**src/tli_ram.sv**
```systemverilog
// generic single-port synchronous ram with registered read
`timescale 1ns / 1ps

module tli_ram #(
  parameter int unsigned WIDTH = 8,
  parameter int unsigned DEPTH = 16
) (
  input  logic                     clk_i,
  input  logic                     we_i,
  input  logic [$clog2(DEPTH)-1:0] addr_i,
  input  logic [WIDTH-1:0]         wdata_i,
  output logic [WIDTH-1:0]         rdata_o
);

  logic [WIDTH-1:0] mem_q [DEPTH];
  logic [WIDTH-1:0] rdata_q;

  always_ff @(posedge clk_i) begin
    if (we_i) begin
      mem_q[addr_i] <= wdata_i;
    end
    rdata_q <= mem_q[addr_i];
  end

  assign rdata_o = rdata_q;

endmodule

```
**config.mk**
```make
export PLATFORM = sky130hd
export DESIGN_NAME = tli_ram
export DESIGN_NICKNAME = d
export VERILOG_FILES = /design/src/tli_ram.sv
export SDC_FILE = /design/constraint.sdc
export NUM_CORES = 1
export LEC_CHECK = 0
export ABC_AREA = 1
export BUFFER_PORTS_ARGS = -buffer_cell sky130_fd_sc_hd__buf_2
export CAP_MARGIN = 20
export CORE_MARGIN = 3
export CORE_UTILIZATION = 55
export CTS_CLUSTER_DIAMETER = 80
export DETAILED_ROUTE_END_ITERATION = 16
export PLACE_DENSITY = 0.72
export SLEW_MARGIN = 10
export SYNTH_ARGS = -nofsm -noshare
export SYNTH_HDL_FRONTEND = slang
export SYNTH_SLANG_ARGS = --single-unit
```
**constraint.sdc**
```tcl
create_clock -name clk_i -period 1.53 [get_ports clk_i]
set_clock_uncertainty 0.05 [all_clocks]
set_input_delay 0.2295 -clock clk_i [delete_from_list [all_inputs] [get_ports clk_i]]
set_output_delay 0.2295 -clock clk_i [all_outputs]
set_load 0.005 [all_outputs]
```
# ---- Word-level counts from Yosys, hierarchy flattened
# Memory sizes are Yosys's and may differ from the RTL's. A register that Yosys moved wholly into a read port is not among the register bits.
# Cells that the tools add are included.
dict set report word_totals {
  reg_bits 0
  ram_bits 128
  inputBits 14
  word_cells 3
  n_memories 1
}
dict set report op_classes {
  n_mux 2
}
# name words word_bits rd rd_clocked_by_memory_dff write_ports line_no
set memory_table {}
lappend memory_table {mem_q 16 8 1 1 1 15} ;# logic [WIDTH-1:0] mem_q [DEPTH];
# operator count
set ops {}
lappend ops {{$mux 1} 2}

# ---- Depth between registers and ports, before layout
# Gate-level depths: netlist of run 1.
dict set report logic_depth {
  depth_word 2
  ltp_mapped 11
  mapped_depth_nobuf 9
}

# ---- Worst setup path after synthesis of run 1
# OpenSTA, ideal clock, no wires.
dict set report synth_timing {
  path_type {input port to flip-flop}
  start {input port addr_i[1]}
  end {memory mem_q[3][0] (enable)}
  arrival_ps 1236
  required_ps 1110
  path_slack_ps -127
  stages 4
  n_path_buf 2
  cell_sequence {buf_2 > clkbuf_1 > nand3_1 > nor2_1}
}
# item line_no
set synth_lines {}
lappend synth_lines {{start: declaration} 10} ;# input logic [$clog2(DEPTH)-1:0] addr_i,
lappend synth_lines {{end: declaration} 15}
# Straight into the memory's write port.

# ---- Worst setup path in the final report of run 1
dict set report layout_timing {
  start {register rdata_q[4], in the netlist rdata_o[4] (read register of mem_q)}
  end {output port rdata_o[4]}
}
# item line_no
set layout_lines {}
lappend layout_lines {{start: declaration} 16} ;# logic [WIDTH-1:0] rdata_q;
lappend layout_lines {{end: declaration} 12} ;# output logic [WIDTH-1:0] rdata_o
# No word-level cell between the ends.

==> load_flow_metrics.sql, run 1 <==
INSERT INTO impl_metrics (metric_group, metric, value, unit) VALUES
('logic_synthesis', 'synthesis.yosys.warnings', '0', ''),
('routing', 'routed_wirelength', '12000', 'um'),
('routing', 'detail_route.vias_per_cell', '5.11', ''),
('logic_synthesis', 'synth-seq-area-share', '0.716', ''),
('logic_synthesis', 'yosysUniqueCellTypes', '11', ''),
('setup_path', 'slowest_stage', 'dfxtp_1', ''),
('floorplanning', 'design.core.area', '9820', 'um^2'),
('floorplanning', 'io-pin-count', '22', ''),
('floorplanning', 'fp.dieH', '107', 'um'),
('power', 'power_per_cell_area', '1300', 'nW/um^2'),
('clock_network', 'tritoncts.num_buffers', '17', ''),
('global_routing', 'pin_count_of_the_biggest_net_entering_global_routing', '35', ''),
('timing', 'final.period_utilization', '0.795', ''),
('setup_path', 'cp.buffers_inverters', '1', ''),
('logic_synthesis', 'syn-num-nets', '562', ''),
('floorplanning', 'chipWidth', '107', 'um'),
('global_routing', 'grt_use_total', '0.224', ''),
('floorplanning', 'initial_utilization', '0.570', ''),
('clock_network', 'cts_hold_buf', '0', ''),
('cells_and_area', 'antenna-diode-count', '0', ''),
('setup_path', 'worstPathCellList', 'buf_2', ''),
('timing', 'finalHoldViolations', '0', ''),
('clock_network', 'cts_resized', '0', ''),
('global_routing', 'grt_first_pass_wirelength', '18700', 'um'),
('setup_path', 'crit_path_max_fanout', '1', ''),
('timing', 'period_needed', '1.22', 'ns'),
('routing', 'wire_per_inst', '16.2', 'um'),
('clock_network', 'root_buffer', 'clkbuf_8', ''),
('global_routing', 'antenna_violations_before_repair', '0', ''),
('routing', 'top_layer', 'met4', ''),
('job', 'max_cap_viol_count', '0', ''),
('setup_path', 'required', '1.25', 'ns'),
('cells_and_area', 'layout.filler_cells', '730', ''),
('routing', 'dr.pass1.iters', '5', ''),
('routing', 'antenna_left', '0', ''),
('clock_network', 'cts_tree', 'done', ''),
('placed_design', 'port-buffer-count', '21', ''),
('power', 'static-leakage-power', '2.83', 'nW'),
('timing', 'maxSlewViolCount', '0', ''),
('routing', 'dr_wl_met2', '6070', 'um'),
('setup_path', 'criticalPathCategory', 'flip-flop to output pin', ''),
('logic_synthesis', 'postSynthAreaPerCell', '10.2', 'um^2'),
('timing', 'relSlewSlack', '0.693', ''),
('timing', 'fin_hold_ws', '0.0883', 'ns'),
('logic_synthesis', 'syn-instance-count', '548', ''),
('routing', 'drt_iter0_drc', '290', ''),
('global_routing', 'number_of_global_route_vias_before_repair', '3626', ''),
('clock_network', 'cts.sinks', '136', ''),
('outcome', 'outcome', 'finished clean', ''),
('cells_and_area', 'seq_area', '4000', 'um^2'),
('routing', 'routedLengthMet1', '4940', 'um'),
('routing', 'remaining_drc_errors', '0', ''),
('placed_design', 'globalplace.congestion', '0.815', ''),
('setup_path', 'timing.critical_path.from_type', 'flip-flop', ''),
('setup_path', 'cp_data_arrival_time', '0.94', 'ns'),
('logic_synthesis', 'synth_area_leaders', 'edfxtp_1 (69%), nand2_1 (23%), dfxtp_1 (2.9%)', ''),
('clock_network', 'post-cts-setup-buffer-count', '0', ''),
('cells_and_area', 'layout-area-overhead-vs-synth', '17.1', '%'),
('timing', 'setup_viol_count_final', '0', ''),
('floorplanning', 'die-area', '11400', 'um^2'),
('clock_network', 'htreeDepth', '4', ''),
('cells_and_area', 'num-nets-final', '607', ''),
('power', 'irDropWorstVdd', '764', 'uV'),
('clock_network', 'max-clock-path-buffers', '2', ''),
('logic_synthesis', 'flop_and_latch_count_out_of_synthesis', '136', ''),
('worst_hold_path', 'timing.hold.worst.class', 'input pin to flip-flop', ''),
('setup_path', 'cpPeakStageDelay', '0.32', 'ns'),
('cells_and_area', 'multi_input_area', '1410', 'um^2'),
('timing', 'max_freq', '0.822', 'GHz'),
('timing', 'final.setup.tns', '0', 'ns'),
('placed_design', 'dp.final_hpwl', '7450', 'um');
flip-flops by register name, summed over array words and instances, names as in the netlist:
register	cells
mem_q	128
rdata_o	8
cell families after synthesis:
family | share of synthesized area
and+or+nand+nor | 0.248
DFF | 0.716
buffers and inverters | 0.0362
report_power, final:
| part | total, mW | switching, mW | internal, mW |
|---|---|---|---|
| registers | 4.19 | 0.0216 | 4.17 |
| logic | 0.515 | 0.360 | 0.155 |
| clock network | 3.84 | 1.50 | 2.34 |
final timing paths:
kind               startpoint           end  depth (start not counted)
setup / recovery   rdata_o[4]    rdata_o[4]                          1
hold / removal     wdata_i[5]  mem_q[14][5]                          1
setup reg to reg  mem_q[7][0]    rdata_o[0]                          8
hold reg to reg   mem_q[2][5]    rdata_o[5]                          8
worst register-to-register path: cells and delay by family (launching register included):
kind	cells	cell delay, ns
and+or+nand+nor	7	0.47
buffers and inverters	1	0.07
DFF	1	0.36
area by class of cell:
| cell class | count | area share |
|---|---|---|
| flip-flops and latches | 136 | 0.611 |
| multi-input cells | 368 | 0.215 |
| clock buffers | 19 | 0.0659 |
| repair buffers | 47 | 0.0497 |
| well taps | 133 | 0.0254 |
| clock inverters | 13 | 0.0197 |
| inverters | 23 | 0.0132 |
layer usage:
layer,track usage,vias up
met2,0.380,144
met1,0.292,1770
met3,0.0421,25
met5,0,-
met4,0.0767,0
li1,-,1839
through the flow:
step	power, mW	cells	util	setup slack [ns]
after floorplan	4.56	548	-	-0.127
after global placement	4.76	707	0.610	0.0502
after detailed placement	4.78	707	0.610	-0.00214
after CTS	8.54	739	0.667	0.301
after global routing	8.79	739	0.667	0.295
final	8.54	739	0.667	0.313
cell usage in the layout, fill, tap and decap left out, drive strengths merged:
| cell | netlist | routed |
|---|---|---|
| nand2 | 346 | 346 |
| edfxtp | 128 | 128 |
| buf | 18 | 47 |
| inv | 22 | 23 |
| clkbuf | 3 | 19 |
| nor2 | 18 | 18 |
| dfxtp | 8 | 8 |
| clkinv | 1 | 6 |
| clkinvlp | 0 | 5 |
| nand3 | 4 | 4 |
| bufinv | 0 | 2 |
Yosys cell counts:
master and n:
edfxtp_1 128, nand2_1 346, buf_4 6, inv_1 21
inv_2 1, clkbuf_1 3, nor2_1 18, clkinv_1 1
dfxtp_1 8, nand3_1 4, buf_2 12
Power figures use the tool's default switching activity.
==> run 2: changes to the inputs <==
--- a/config.mk
+++ b/config.mk
@@ -9,10 +9,10 @@
 export BUFFER_PORTS_ARGS = -buffer_cell sky130_fd_sc_hd__buf_2
 export CAP_MARGIN = 20
 export CORE_MARGIN = 3
-export CORE_UTILIZATION = 55
+export CORE_UTILIZATION = 61
 export CTS_CLUSTER_DIAMETER = 80
 export DETAILED_ROUTE_END_ITERATION = 16
-export PLACE_DENSITY = 0.72
+export PLACE_DENSITY = 0.76
 export SLEW_MARGIN = 10
 export SYNTH_ARGS = -nofsm -noshare
 export SYNTH_HDL_FRONTEND = slang
==> constraint.sdc (replaced) <==
create_clock -name clk_i -period 1.2 [get_ports clk_i]
set_clock_uncertainty 0.05 [all_clocks]
set_input_delay 0.18 -clock clk_i [delete_from_list [all_inputs] [get_ports clk_i]]
set_output_delay 0.18 -clock clk_i [all_outputs]
set_load 0.005 [all_outputs]
==> run 2 against run 1 <==
Worst hold slack worse by 0.066 ns; worst setup slack worse by 0.31 ns; clock power up 30%; largest power group unchanged.
==> load_flow_metrics.sql, run 2 (same netlist as run 1, synthesis figures left out) <==
INSERT INTO impl_metrics (metric_group, metric, value, unit) VALUES
('worst_hold_path', 'timing.hold.worst.class', 'input pin to flip-flop', ''),
('cells_and_area', 'multi_input_area', '1560', 'um^2'),
('setup_path', 'required', '0.97', 'ns'),
('clock_network', 'clk_pin_slew_worst_paths', '0.06', 'ns'),
('setup_path', 'cp.buffers_inverters', '1', ''),
('clock_network', 'cts_tree', 'done', ''),
('setup_path', 'worst_path_dominant_cell_family', 'flip-flops', ''),
('placed_design', 'globalplace.congestion', '0.899', ''),
('cells_and_area', 'num-nets-final', '601', ''),
('floorplanning', 'design.core.area', '8810', 'um^2'),
('setup_path', 'timing.critical_path.from_type', 'flip-flop', ''),
('routing', 'wire_per_inst', '16.9', 'um'),
('setup_path', 'cp_data_arrival_time', '0.97', 'ns'),
('routing', 'drt_iter0_drc', '260', ''),
('cells_and_area', 'layout-area-overhead-vs-synth', '19.6', '%'),
('clock_network', 'root_buffer', 'clkbuf_8', ''),
('global_routing', 'grt_first_pass_wirelength', '18800', 'um'),
('cells_and_area', 'layout.filler_cells', '557', ''),
('job', 'max_cap_viol_count', '0', ''),
('routing', 'met3RoutedLength', '987', 'um'),
('clock_network', 'cts.sinks', '136', ''),
('setup_path', 'worstSetupEndpointType', 'output pin', ''),
('routing', 'antenna_left', '0', ''),
('floorplanning', 'chipWidth', '102', 'um'),
('floorplanning', 'floorplan.rows', '34', ''),
('setup_path', 'criticalPathCategory', 'flip-flop to output pin', ''),
('setup_path', 'worstSetupPathDepth', '1', ''),
('timing', 'maxSlewViolCount', '0', ''),
('cells_and_area', 'max_flop_register', 'mem_q', ''),
('setup_path', 'crit_path_max_fanout', '1', ''),
('global_routing', 'antenna_violations_before_repair', '0', ''),
('setup_path', 'ff2ff_path_depth', '8', ''),
('global_routing', 'number_of_global_route_vias_before_repair', '3562', ''),
('setup_path', 'slowest_stage', 'dfxtp_2', ''),
('routing', 'routed_wirelength', '12000', 'um'),
('timing', 'period_needed', '1.20', 'ns'),
('floorplanning', 'fp.dieH', '102', 'um'),
('timing', 'tightestPinTransition', '0.416', 'ns'),
('routing', 'top_layer', 'met4', ''),
('cells_and_area', 'mostFrequentLayoutCell', 'nand2_1', ''),
('placed_design', 'dp.final_hpwl', '7550', 'um'),
('power', 'irDropWorstVdd', '1640', 'uV'),
('timing', 'finalHoldViolations', '0', ''),
('routing', 'dr_wl_met2', '5830', 'um'),
('outcome', 'outcome', 'finished clean', ''),
('floorplanning', 'initial_utilization', '0.635', ''),
('power', 'power_per_cell_area', '1660', 'nW/um^2'),
('timing', 'setup_viol_count_final', '0', ''),
('routing', 'remaining_drc_errors', '0', ''),
('setup_path', 'cpPeakStageDelay', '0.35', 'ns'),
('floorplanning', 'die-area', '10400', 'um^2'),
('timing', 'grt_setup_unrepaired', 'yes', ''),
('timing', 'relSlewSlack', '0.723', ''),
('timing', 'final.setup.tns', '0', 'ns'),
('global_routing', 'globalRoute.totalOverflow', '0', ''),
('cells_and_area', 'layout.cells.most_common_list', 'nand2_1 (346), edfxtp_1 (128), inv_1 (19), buf_2 (19)', ''),
('global_routing', 'pin_count_of_the_biggest_net_entering_global_routing', '31', ''),
('clock_network', 'clkLatencyLatePin', '0.52', 'ns'),
('cells_and_area', 'final_layout_size_suffix_gt1_frac', '0.165', ''),
('timing', 'final.period_utilization', '0.998', ''),
('timing', 'fin_hold_ws', '0.0224', 'ns'),
('clock_network', 'tritoncts.num_buffers', '17', ''),
('setup_path', 'worstPathCellList', 'buf_6', ''),
('worst_hold_path', 'hold-path-cell-count', '1', ''),
('cells_and_area', 'seq_area', '4010', 'um^2'),
('cells_and_area', 'flip_flop_count_of_the_largest_register_after_layout', '128', ''),
('routing', 'routedLengthMet1', '5000', 'um'),
('clock_network', 'htreeDepth', '4', ''),
('timing', 'max_freq', '0.835', 'GHz'),
('routing', 'dr_total_vias', '3789', ''),
('cells_and_area', 'antenna-diode-count', '0', ''),
('clock_network', 'cts_hold_buf', '0', ''),
('placed_design', 'port-buffer-count', '21', ''),
('clock_network', 'max-clock-path-buffers', '2', ''),
('floorplanning', 'io-pin-count', '22', ''),
('routing', 'detail_route.vias_per_cell', '5.35', ''),
('clock_network', 'post-cts-setup-buffer-count', '0', ''),
('global_routing', 'grt_use_total', '0.253', ''),
('power', 'static-leakage-power', '2.83', 'nW'),
('routing', 'dr.pass1.iters', '5', '');
==> run 2: cell count changes in the layout (fill, tap and decap cells not counted), sizes merged <==
cell      change
buf           -6
clkinv        +3
clkinvlp      -2
bufinv        +1
clkbuf        -1
inv           -1
==> run 2: worst paths after layout <==
| path | from | end | slack [ns] |
|---|---|---|---|
| hold / removal | wdata_i[3] | mem_q[9][3] | 0.02 |
| setup / recovery | rdata_o[1] | rdata_o[1] | 0.002 |
| hold reg to reg | mem_q[10][2] | rdata_o[2] | 0.65 |
| setup reg to reg | mem_q[5][0] | rdata_o[0] | 0.12 |
==> run 2: where the power goes <==
group	total, mW	internal (mW)	switching (mW)
clock	5.00	3.13	1.87
sequential	5.35	5.31	0.0345
combinational	0.727	0.229	0.497
total	11.1	8.68	2.40
==> run 2: final cells by class <==
class	count	share of cell area
sequential	136	0.599
multi-input combinational	368	0.233
clock buffer	18	0.0625
timing repair buffer	41	0.0475
clock inverter	14	0.0236
tap	108	0.0202
inverter	23	0.0137
==> run 2: routing by layer <==
layer | up-vias | global-route usage
met5 | - | 0
met1 | 1794 | 0.358
met4 | 0 | 0.0859
met3 | 16 | 0.0606
met2 | 140 | 0.392
li1 | 1839 | -
==> run 2: per-stage QoR <==
step	total power, mW	cell area [um^2]	instances	utilization	worst slack, ns
5_1_grt	11.4	6690	708	0.760	-0.0255
4_1_cts	11.1	6680	708	0.759	-0.0192
6_report	11.1	6690	708	0.760	0.00226
3_5_place_dp	6.15	6100	676	0.692	-0.178
3_3_place_gp	6.14	6100	676	0.692	-0.171
2_1_floorplan	5.87	5810	548	-	0.00102
==> run 2: repair_timing <==
action,in CTS,in global routing
resized for setup,3,2
pin swaps,0,0
endpoints found under the setup margin,2,3
