### config.mk
export PLATFORM = sky130hd
export DESIGN_NAME = tli_ctrl
export DESIGN_NICKNAME = d
export VERILOG_FILES = /design/src/tli_pkg.sv /design/src/tli_ctrl.sv
export SDC_FILE = /design/constraint.sdc
export NUM_CORES = 1
export LEC_CHECK = 0
export BUFFER_PORTS_ARGS = -buffer_cell sky130_fd_sc_hd__buf_4
export CAP_MARGIN = 15
export CORE_UTILIZATION = 45
export CTS_CLUSTER_SIZE = 25
export DETAILED_ROUTE_END_ITERATION = 10
export PLACE_DENSITY = 0.69
export SYNTH_ARGS = -nofsm -noshare
export SYNTH_HDL_FRONTEND = slang
export SYNTH_SLANG_ARGS = --single-unit
### constraint.sdc
create_clock -name clk_i -period 7.6 [get_ports clk_i]
set_clock_uncertainty 0.05 [all_clocks]
set_input_delay 0.76 -clock clk_i [delete_from_list [all_inputs] [get_ports clk_i]]
set_output_delay 0.76 -clock clk_i [all_outputs]
set_load 0.02 [all_outputs]
### src/tli_pkg.sv
// shared types, constants and codes of the tape language interpreter
`timescale 1ns / 1ps

package tli_pkg;

  localparam int unsigned PROG_DEPTH = 4096;
  localparam int unsigned TAPE_DEPTH = 32768;
  localparam int unsigned RUN_LIMIT  = 1048576;

  localparam int unsigned PA_W  = $clog2(PROG_DEPTH);
  localparam int unsigned PC_W  = PA_W + 1;
  localparam int unsigned TA_W  = $clog2(TAPE_DEPTH);
  localparam int unsigned TS_W  = TA_W + 1;
  localparam int unsigned CNT_W = $clog2(RUN_LIMIT) + 1;

  localparam logic [7:0] CH_GT    = 8'h3E;
  localparam logic [7:0] CH_LT    = 8'h3C;
  localparam logic [7:0] CH_PLUS  = 8'h2B;
  localparam logic [7:0] CH_MINUS = 8'h2D;
  localparam logic [7:0] CH_DOT   = 8'h2E;
  localparam logic [7:0] CH_COMMA = 8'h2C;
  localparam logic [7:0] CH_LBR   = 8'h5B;
  localparam logic [7:0] CH_RBR   = 8'h5D;
  localparam logic [7:0] CH_LF    = 8'h0A;
  localparam logic [7:0] CH_CR    = 8'h0D;
  localparam logic [7:0] CH_NUL   = 8'h00;

  typedef enum logic [1:0] {
    FUNC_LOAD   = 2'd0,
    FUNC_START  = 2'd1,
    FUNC_SUPPLY = 2'd2,
    FUNC_RESUME = 2'd3
  } func_e;

  typedef enum logic [2:0] {
    STAT_LOADED   = 3'd0,
    STAT_OUTPUT   = 3'd1,
    STAT_AWAIT    = 3'd2,
    STAT_HALTED   = 3'd3,
    STAT_OVERFLOW = 3'd4,
    STAT_BADCHAR  = 3'd5
  } status_e;

  typedef enum logic [2:0] {
    S_INIT,
    S_IDLE,
    S_FETCH,
    S_EXEC,
    S_SF_ISSUE,
    S_SF_CHECK,
    S_SB_ISSUE,
    S_SB_CHECK
  } state_e;

  typedef struct packed {
    func_e      func;
    logic [7:0] data_byte;
  } item_t;

  typedef struct packed {
    status_e    status;
    logic [7:0] out_byte;
  } result_t;

  typedef struct packed {
    logic            we;
    logic [PA_W-1:0] addr;
    logic [7:0]      wdata;
  } prog_req_t;

  typedef struct packed {
    logic            we;
    logic [TA_W-1:0] addr;
    logic [7:0]      wdata;
  } tape_req_t;

endpackage

### src/tli_ctrl.sv
// interpreter sequencer: load, fetch, execute, bracket scans and tape extent
`timescale 1ns / 1ps

module tli_ctrl import tli_pkg::*; (
  input  logic      clk_i,
  input  logic      rst_ni,
  input  logic      start,
  output logic      busy,
  input  item_t     item_i,
  output result_t   result_o,
  output logic      done_o,
  output prog_req_t prog_req_o,
  input  logic [7:0] prog_rdata_i,
  output tape_req_t tape_req_o,
  input  logic [7:0] tape_rdata_i
);

  state_e           state_q, state_d;
  logic [PC_W-1:0]  len_q, len_d;
  logic [PC_W-1:0]  pc_q, pc_d;
  logic [PC_W-1:0]  j_q, j_d;
  logic [PC_W-1:0]  depth_q, depth_d;
  logic [TA_W-1:0]  tp_q, tp_d;
  logic [TA_W-1:0]  hi_q, hi_d;
  logic [TA_W-1:0]  lo_q, lo_d;
  logic [TS_W-1:0]  size_q, size_d;
  logic [CNT_W-1:0] cnt_q, cnt_d;
  logic             await_q, await_d;
  logic             done_q, done_d;
  result_t          res_q, res_d;

  logic [TA_W-1:0]  tp_inc, tp_dec;
  logic             full;
  logic             limit;
  state_e           after_cmd;
  logic [7:0]       c;

  assign tp_inc    = (tp_q == TA_W'(TAPE_DEPTH - 1)) ? '0 : tp_q + TA_W'(1);
  assign tp_dec    = (tp_q == '0) ? TA_W'(TAPE_DEPTH - 1) : tp_q - TA_W'(1);
  assign full      = (size_q == TS_W'(TAPE_DEPTH));
  assign c         = prog_rdata_i;

  always_ff @(posedge clk_i or negedge rst_ni) begin
    if (!rst_ni) begin
      state_q <= S_INIT;
      len_q   <= '0;
      pc_q    <= '0;
      j_q     <= '0;
      depth_q <= '0;
      tp_q    <= '0;
      hi_q    <= '0;
      lo_q    <= '0;
      size_q  <= TS_W'(1);
      cnt_q   <= '0;
      await_q <= 1'b0;
      done_q  <= 1'b0;
    end else begin
      state_q <= state_d;
      len_q   <= len_d;
      pc_q    <= pc_d;
      j_q     <= j_d;
      depth_q <= depth_d;
      tp_q    <= tp_d;
      hi_q    <= hi_d;
      lo_q    <= lo_d;
      size_q  <= size_d;
      cnt_q   <= cnt_d;
      await_q <= await_d;
      done_q  <= done_d;
    end
  end

  always_ff @(posedge clk_i) begin
    res_q <= res_d;
  end

  always_comb begin
    state_d    = state_q;
    len_d      = len_q;
    pc_d       = pc_q;
    j_d        = j_q;
    depth_d    = depth_q;
    tp_d       = tp_q;
    hi_d       = hi_q;
    lo_d       = lo_q;
    size_d     = size_q;
    cnt_d      = cnt_q;
    await_d    = await_q;
    done_d     = 1'b0;
    res_d      = res_q;
    prog_req_o = '{we: 1'b0, addr: pc_q[PA_W-1:0], wdata: item_i.data_byte};
    tape_req_o = '{we: 1'b0, addr: tp_q, wdata: '0};

    if (state_q == S_EXEC) begin
      cnt_d = cnt_q + CNT_W'(1);
    end
    limit     = (cnt_d == CNT_W'(RUN_LIMIT));
    after_cmd = limit ? S_IDLE : S_FETCH;

    unique case (state_q)
      S_INIT: begin
        tape_req_o.we   = 1'b1;
        tape_req_o.addr = '0;
        state_d         = S_IDLE;
      end
      S_IDLE: begin
        if (start) begin
          cnt_d = '0;
          unique case (item_i.func)
            FUNC_LOAD: begin
              done_d = 1'b1;
              res_d  = '{status: STAT_LOADED, out_byte: '0};
              if (item_i.data_byte == CH_LF || item_i.data_byte == CH_CR) begin
                res_d.status = STAT_LOADED;
              end else if (len_q >= PC_W'(PROG_DEPTH)) begin
                res_d.status = STAT_OVERFLOW;
              end else begin
                prog_req_o.we   = 1'b1;
                prog_req_o.addr = len_q[PA_W-1:0];
                len_d           = len_q + PC_W'(1);
              end
            end
            FUNC_START: begin
              tape_req_o.we   = 1'b1;
              tape_req_o.addr = '0;
              tp_d    = '0;
              pc_d    = '0;
              depth_d = '0;
              await_d = 1'b0;
              hi_d    = '0;
              lo_d    = '0;
              size_d  = TS_W'(1);
              state_d = S_FETCH;
            end
            FUNC_SUPPLY: begin
              if (await_q) begin
                tape_req_o.we    = 1'b1;
                tape_req_o.wdata = item_i.data_byte;
                await_d          = 1'b0;
                pc_d             = pc_q + PC_W'(1);
              end
              state_d = S_FETCH;
            end
            FUNC_RESUME: begin
              if (await_q) begin
                done_d = 1'b1;
                res_d  = '{status: STAT_AWAIT, out_byte: '0};
              end else begin
                state_d = S_FETCH;
              end
            end
            default: state_d = S_IDLE;
          endcase
        end
      end
      S_FETCH: begin
        if (pc_q >= len_q) begin
          done_d  = 1'b1;
          res_d   = '{status: STAT_HALTED, out_byte: '0};
          state_d = S_IDLE;
        end else begin
          state_d = S_EXEC;
        end
      end
      S_EXEC: begin
        state_d = after_cmd;
        unique case (c)
          CH_GT: begin
            if (!full && tp_q == hi_q) begin
              tape_req_o.we   = 1'b1;
              tape_req_o.addr = tp_inc;
              hi_d            = tp_inc;
              size_d          = size_q + TS_W'(1);
            end
            tp_d = tp_inc;
            pc_d = pc_q + PC_W'(1);
          end
          CH_LT: begin
            if (!full && tp_q == lo_q) begin
              tape_req_o.we   = 1'b1;
              tape_req_o.addr = tp_dec;
              lo_d            = tp_dec;
              size_d          = size_q + TS_W'(1);
            end
            tp_d = tp_dec;
            pc_d = pc_q + PC_W'(1);
          end
          CH_PLUS: begin
            tape_req_o.we    = 1'b1;
            tape_req_o.wdata = tape_rdata_i + 8'd1;
            pc_d             = pc_q + PC_W'(1);
          end
          CH_MINUS: begin
            tape_req_o.we    = 1'b1;
            tape_req_o.wdata = tape_rdata_i - 8'd1;
            pc_d             = pc_q + PC_W'(1);
          end
          CH_DOT: begin
            pc_d    = pc_q + PC_W'(1);
            done_d  = 1'b1;
            res_d   = '{status: STAT_OUTPUT, out_byte: tape_rdata_i};
            state_d = S_IDLE;
          end
          CH_COMMA: begin
            await_d = 1'b1;
            done_d  = 1'b1;
            res_d   = '{status: STAT_AWAIT, out_byte: '0};
            state_d = S_IDLE;
          end
          CH_LBR: begin
            if (tape_rdata_i == 8'd0) begin
              depth_d = PC_W'(1);
              j_d     = pc_q + PC_W'(1);
              state_d = S_SF_ISSUE;
            end else begin
              pc_d = pc_q + PC_W'(1);
            end
          end
          CH_RBR: begin
            if (tape_rdata_i != 8'd0) begin
              depth_d = PC_W'(1);
              j_d     = pc_q;
              state_d = S_SB_ISSUE;
            end else begin
              pc_d = pc_q + PC_W'(1);
            end
          end
          CH_NUL: begin
            done_d  = 1'b1;
            res_d   = '{status: STAT_HALTED, out_byte: '0};
            state_d = S_IDLE;
          end
          default: begin
            pc_d    = pc_q + PC_W'(1);
            done_d  = 1'b1;
            res_d   = '{status: STAT_BADCHAR, out_byte: c};
            state_d = S_IDLE;
          end
        endcase
      end
      S_SF_ISSUE: begin
        if (j_q >= len_q) begin
          depth_d = '0;
          pc_d    = len_q;
          state_d = after_cmd;
        end else begin
          prog_req_o.addr = j_q[PA_W-1:0];
          state_d         = S_SF_CHECK;
        end
      end
      S_SF_CHECK: begin
        state_d = S_SF_ISSUE;
        j_d     = j_q + PC_W'(1);
        if (c == CH_LBR) begin
          depth_d = depth_q + PC_W'(1);
        end else if (c == CH_RBR) begin
          depth_d = depth_q - PC_W'(1);
          if (depth_q == PC_W'(1)) begin
            pc_d    = j_q + PC_W'(1);
            state_d = after_cmd;
          end
        end
      end
      S_SB_ISSUE: begin
        if (j_q == '0) begin
          depth_d = '0;
          pc_d    = pc_q + PC_W'(1);
          state_d = after_cmd;
        end else begin
          j_d             = j_q - PC_W'(1);
          prog_req_o.addr = j_d[PA_W-1:0];
          state_d         = S_SB_CHECK;
        end
      end
      S_SB_CHECK: begin
        state_d = S_SB_ISSUE;
        if (c == CH_RBR) begin
          depth_d = depth_q + PC_W'(1);
        end else if (c == CH_LBR) begin
          depth_d = depth_q - PC_W'(1);
          if (depth_q == PC_W'(1)) begin
            pc_d    = j_q + PC_W'(1);
            state_d = after_cmd;
          end
        end
      end
      default: state_d = S_IDLE;
    endcase
  end

  assign busy     = (state_q != S_IDLE);
  assign done_o   = done_q;
  assign result_o = res_q;

endmodule

Yosys cells after proc, flatten, opt, wreduce, memory -nomap -nowiden
Cells that the tools add are included.
{"block": "totals", "register_bits": 150, "elab_cells": 231}
{"block": "classes", "add_sub_neg": 12, "order_cmp": 3, "eq_ne": 61, "muxes": 108, "bitwise_logic": 2, "n_reduce_logical": 31}
{"operator": "$mux W13", "n": 28}
{"operator": "$pmux W13 S6", "n": 2}
{"operator": "$mux W15", "n": 10}
{"operator": "$pmux W15 S2", "n": 5}
{"operator": "$mux W16", "n": 6}
{"operator": "$pmux W13 S2", "n": 3}
{"operator": "$pmux W13 S3", "n": 2}
{"operator": "$pmux W16 S2", "n": 2}
{"operator": "$mux W21", "n": 3}
{"operator": "$add A13 B1 Y13 const B", "n": 4}
{"operator": "$eq A8 B6 Y1 const B", "n": 6}
{"operator": "$pmux W16 S3", "n": 1}
{"operator": "$pmux W11 S4", "n": 1}
{"operator": "$mux W3", "n": 14}
{"operator": "$pmux W12 S3", "n": 1}
{"operator": "$mux W11", "n": 3}
{"operator": "$ne A3 B3 Y1 const B", "n": 11}
{"operator": "$pmux W11 S3", "n": 1}
{"operator": "$pmux W8 S2", "n": 2}
{"operator": "$eq A15 B15 Y1", "n": 2}
{"operator": "$ge A13 B13 Y1", "n": 2}
{"operator": "$sub A13 B1 Y13 const B", "n": 2}
{"operator": "$mux W12", "n": 2}
{"operator": "$mux W24", "n": 1}
{"operator": "53 further kinds", "n": 103}

Logic depth before layout (Yosys ltp)
{"block": "depth", "ltp_word": 8, "mapped_depth": 11, "depth_no_buf": 10}

Least setup slack after synthesis
OpenSTA, ideal clock, no wires.
{"block": "synth_path", "kind": "register to output", "startpoint": "register j_q[0]", "endpoint": "output prog_req_o[11] in the netlist's numbering", "t_arrival_ps": 3163, "required_ps": 6790, "slack_ps": 3627, "stages_incl_launch_ff": 11, "n_path_buf": 1, "cell_sequence": "dfrtp_1 clkbuf_1 inv_1 ha_1 or4b_1 or3_1 or4_1 o21ai_2 a2111oi_0 a21oi_1 a2bb2oi_1"}
{"item": "from (decl)", "line_no": "tli_ctrl.sv:21", "text": "logic [PC_W-1:0] j_q, j_d;"}
{"item": "from (signal assigned)", "line_no": "tli_ctrl.sv:61", "text": "j_q <= j_d;"}
{"item": "to (decl)", "line_no": "tli_ctrl.sv:12", "text": "output prog_req_t prog_req_o,"}

==> qor.yml <==
yosysWarnings: 0
clkTransAtPathRegs_ns: 0.06
setup_viol: 0
cp_slowest_cell: "nor4_1"
syn_area_um2: 12200
slowest_delay_ns: 0.65
top_usage_layer: "met2"
switchingPower_uw: 1880
dr.pass1.iters: 5
antenna_found_initial: 1
grt_max_degree: 86
cp-startpoint: "j_q[0]$_DFFE_PN0P_"
syn_nets: 1603
p_per_area_nw_per_um2: 295
final_cells: 1881
postCtsSetupBuffers: 0
area.growth.synth_to_final_pct: 10.5
drt-vias-per-instance: 6.51
p_seq_share_pct: 30.6
synthTopCellsByArea: "dfrtp_1 28%, xnor2_1 6.7%, ha_1 5.0%"
dpl.cell_count: 1846
grt_usage_pct: 28.3
grt_pass1_vias: 11600
grt_setup_unrepaired: "false"
fin_crit_sh_pct: 64.9
drtAntennaViolNets: 0
post_cts_resized: 0
synth_edf_count: 11
min_period_ns: 4.93
synth_top_area_share_pct: 28.2
wl_mm: 39.2
maxSlewViolCount: 0
worstPathRequired_ns: 6.79
yosysSeqAreaShare_pct: 31.1
use_met3_pct: 4.56
cts_buffers: 17
clk_latency_ns: 0.44
intPower_uw: 2110
synth_cells: 1524
power.leakage_uw: 0.00576
drtIter0Drc: 1430
outcome: "completed"
final_cell_mix: "159 x nand2_1, 138 x dfrtp_1, 133 x nor2_1, 109 x o21ai_0, 103 x buf_4"
cts_num_sinks: 150
io_pins: 87
nFillCells: 2525
critPathKind: "reg2out"
peakVddDrop_mv: 0.211
route.detailed.drc: 0
relSlewSlack_pct: 19.0
wl_per_cell_um: 20.8
die_area_um2: 27900
holdCritPathClass: "in2async"
clockRootBuffer: "clkbuf_16"
tightest_slew_ns: 1.21
hpwl_mm: 27.3
fin_util_pct: 50.5
cts_hold_buf: 0
synth_ff_type: "dfrtp_1"
drive_above_1_share_pct: 10.5
synthArstFlopShare_pct: 92.7
vias: 12200
start_util_pct: 45.7
cp_max_fo: 9
port-buffer-count: 86
die_w_um: 167
setup-tns-final_ns: 0
routabilityCongestion: 0.962
row_count: 60
fin_nets: 1606
cts_max_path_buffers: 2
start_kind: "flop"
crit_chain: "inv_1 -> ha_1 -> or4b_1 -> nor4_1 -> nand2b_1 -> nor2_1 -> a2111oi_0 -> a21oi_1 -> a2bb2oi_1 -> buf_4"
die_y_um: 167
htreeDepth: 4
cts_tree: "done"
pre_cts_ws_ns: 2.74
cap_viol_max_count: 0
grt_pass1_wl_mm: 63.3
ys_ff_latch: 150
timing.fmax_mhz: 203
yosysTopAreaCell: "dfrtp_1"
final_common_cell: "nand2_1"
pwr-share-clk_pct: 20.3
diodes: 0
core_um2: 26800
cp-end-kind: "output port"
switching_share_pct: 47.2
synth_area_per_cell_um2: 8.03
reg2reg_from: "j_q[0]$_DFFE_PN0P_"
grt_use_met1_pct: 37.7
fin_ws_ns: 2.67
synth.distinct_cells: 83
cp_data_arrival_time_ns: 4.12
use_met2_pct: 45.2
hold_viol: 0
grt_overflow: 0
pwr-share-comb_pct: 49.2
[kinds of logic (layout without fill, tap and decap cells)]
family	count (synthesis)	after routing	synth area share [%]
simple gates	573	573	23.3
compound gates	435	435	23.9
buf+inv	168	184	5.54
flops	150	150	31.1
xor+xnor	124	124	8.87
fa+ha+maj	50	50	5.17
mux	24	24	2.07
[power by group through the flow]
stage	Combinational (uW)	Sequential, uW	Clock, uW
floorplan	1390	1110	0
global placement	1880	1220	0
detailed placement	1890	1220	0
CTS	1910	1210	818
global route	2120	1250	852
finish	1960	1220	808
[path summary, 6_finish.rpt]
kind / end / slack [ns] / cells after the start
max in group asynchronous: j_q[3]$_DFFE_PN0P_ / 5.93 / 2
hold / removal: size_q[13]$_DFFE_PN0P_ / 0.31 / 1
min in group clk_i: depth_q[12]$_DFFE_PN0P_ / 0.43 / 1
setup / recovery: prog_req_o[11] / 2.67 / 10
setup reg to reg: pc_q[0]$_DFFE_PN0P_ / 3.66 / 8
hold reg to reg: depth_q[12]$_DFFE_PN0P_ / 0.43 / 1
[cells in the mapped netlist, drive strengths merged, types with 12 or more instances]
cell and instances:
nor3 41, nor2 133, buf 22, nand3 60, nor4 28, xor2 30, o211ai 13, inv 45
a21oi 86, and3 29, a21o 16, mux2i 13, a22oi 14, and4 12, o21ai 116, xnor2 94
nand2 159, o2bb2ai 13, clkbuf 100, o22ai 18, a22o 23, or3 14, o31ai 15, ha 49
a31oi 14, a211oi 12, nand4 30, dfrtp 138, and2 13
[routing by layer]
layer	vias up	wire, um	share of wire [%]
li1	5629	-	-
met1	5907	17000	43
met2	598	18000	46
met3	109	2760	7.0
met4	2	1390	3.5
met5	-	13	0.033
[through the flow]
stage	power [uW]	area, um^2	hold slack, ns
2_1_floorplan	2490	12200	0.402
3_3_place_gp	3100	13000	0.426
3_5_place_dp	3120	13000	0.430
4_1_cts	3930	13500	0.381
5_1_grt	4220	13500	0.417
6_report	3990	13500	0.313
[sequential cells by signal, summed over array words and instances, names as in the netlist]
name,count
cnt_q,21
size_q,16
await_q,1
done_o,1
depth_q,13
result_o,11
hi_q,15
lo_q,15
pc_q,13
tp_q,15
state_q,3
len_q,13
j_q,13
[cell type report]
cell class / count / area, um^2 / area share [%]
sequential: 150 / 3810 / 28.2
clock buffer: 19 / 433 / 3.20
clock inverter: 13 / 103 / 0.759
inverter: 46 / 173 / 1.28
timing repair buffer: 106 / 811 / 6.00
multi-input combinational: 1206 / 7770 / 57.4
tap: 341 / 427 / 3.16
[worst max-delay path: cells and delay by family (launching register included)]
| kind | cells | cell delay (ns) |
|---|---|---|
| AO/OA/AOI/OAI | 3 | 0.84 |
| adder cells (fa/ha/maj) | 1 | 0.27 |
| buffers and inverters | 2 | 0.36 |
| flip-flops | 1 | 0.49 |
| AND/OR/NAND/NOR | 4 | 1.73 |
No activity file was read; power rests on OpenSTA's default activity.
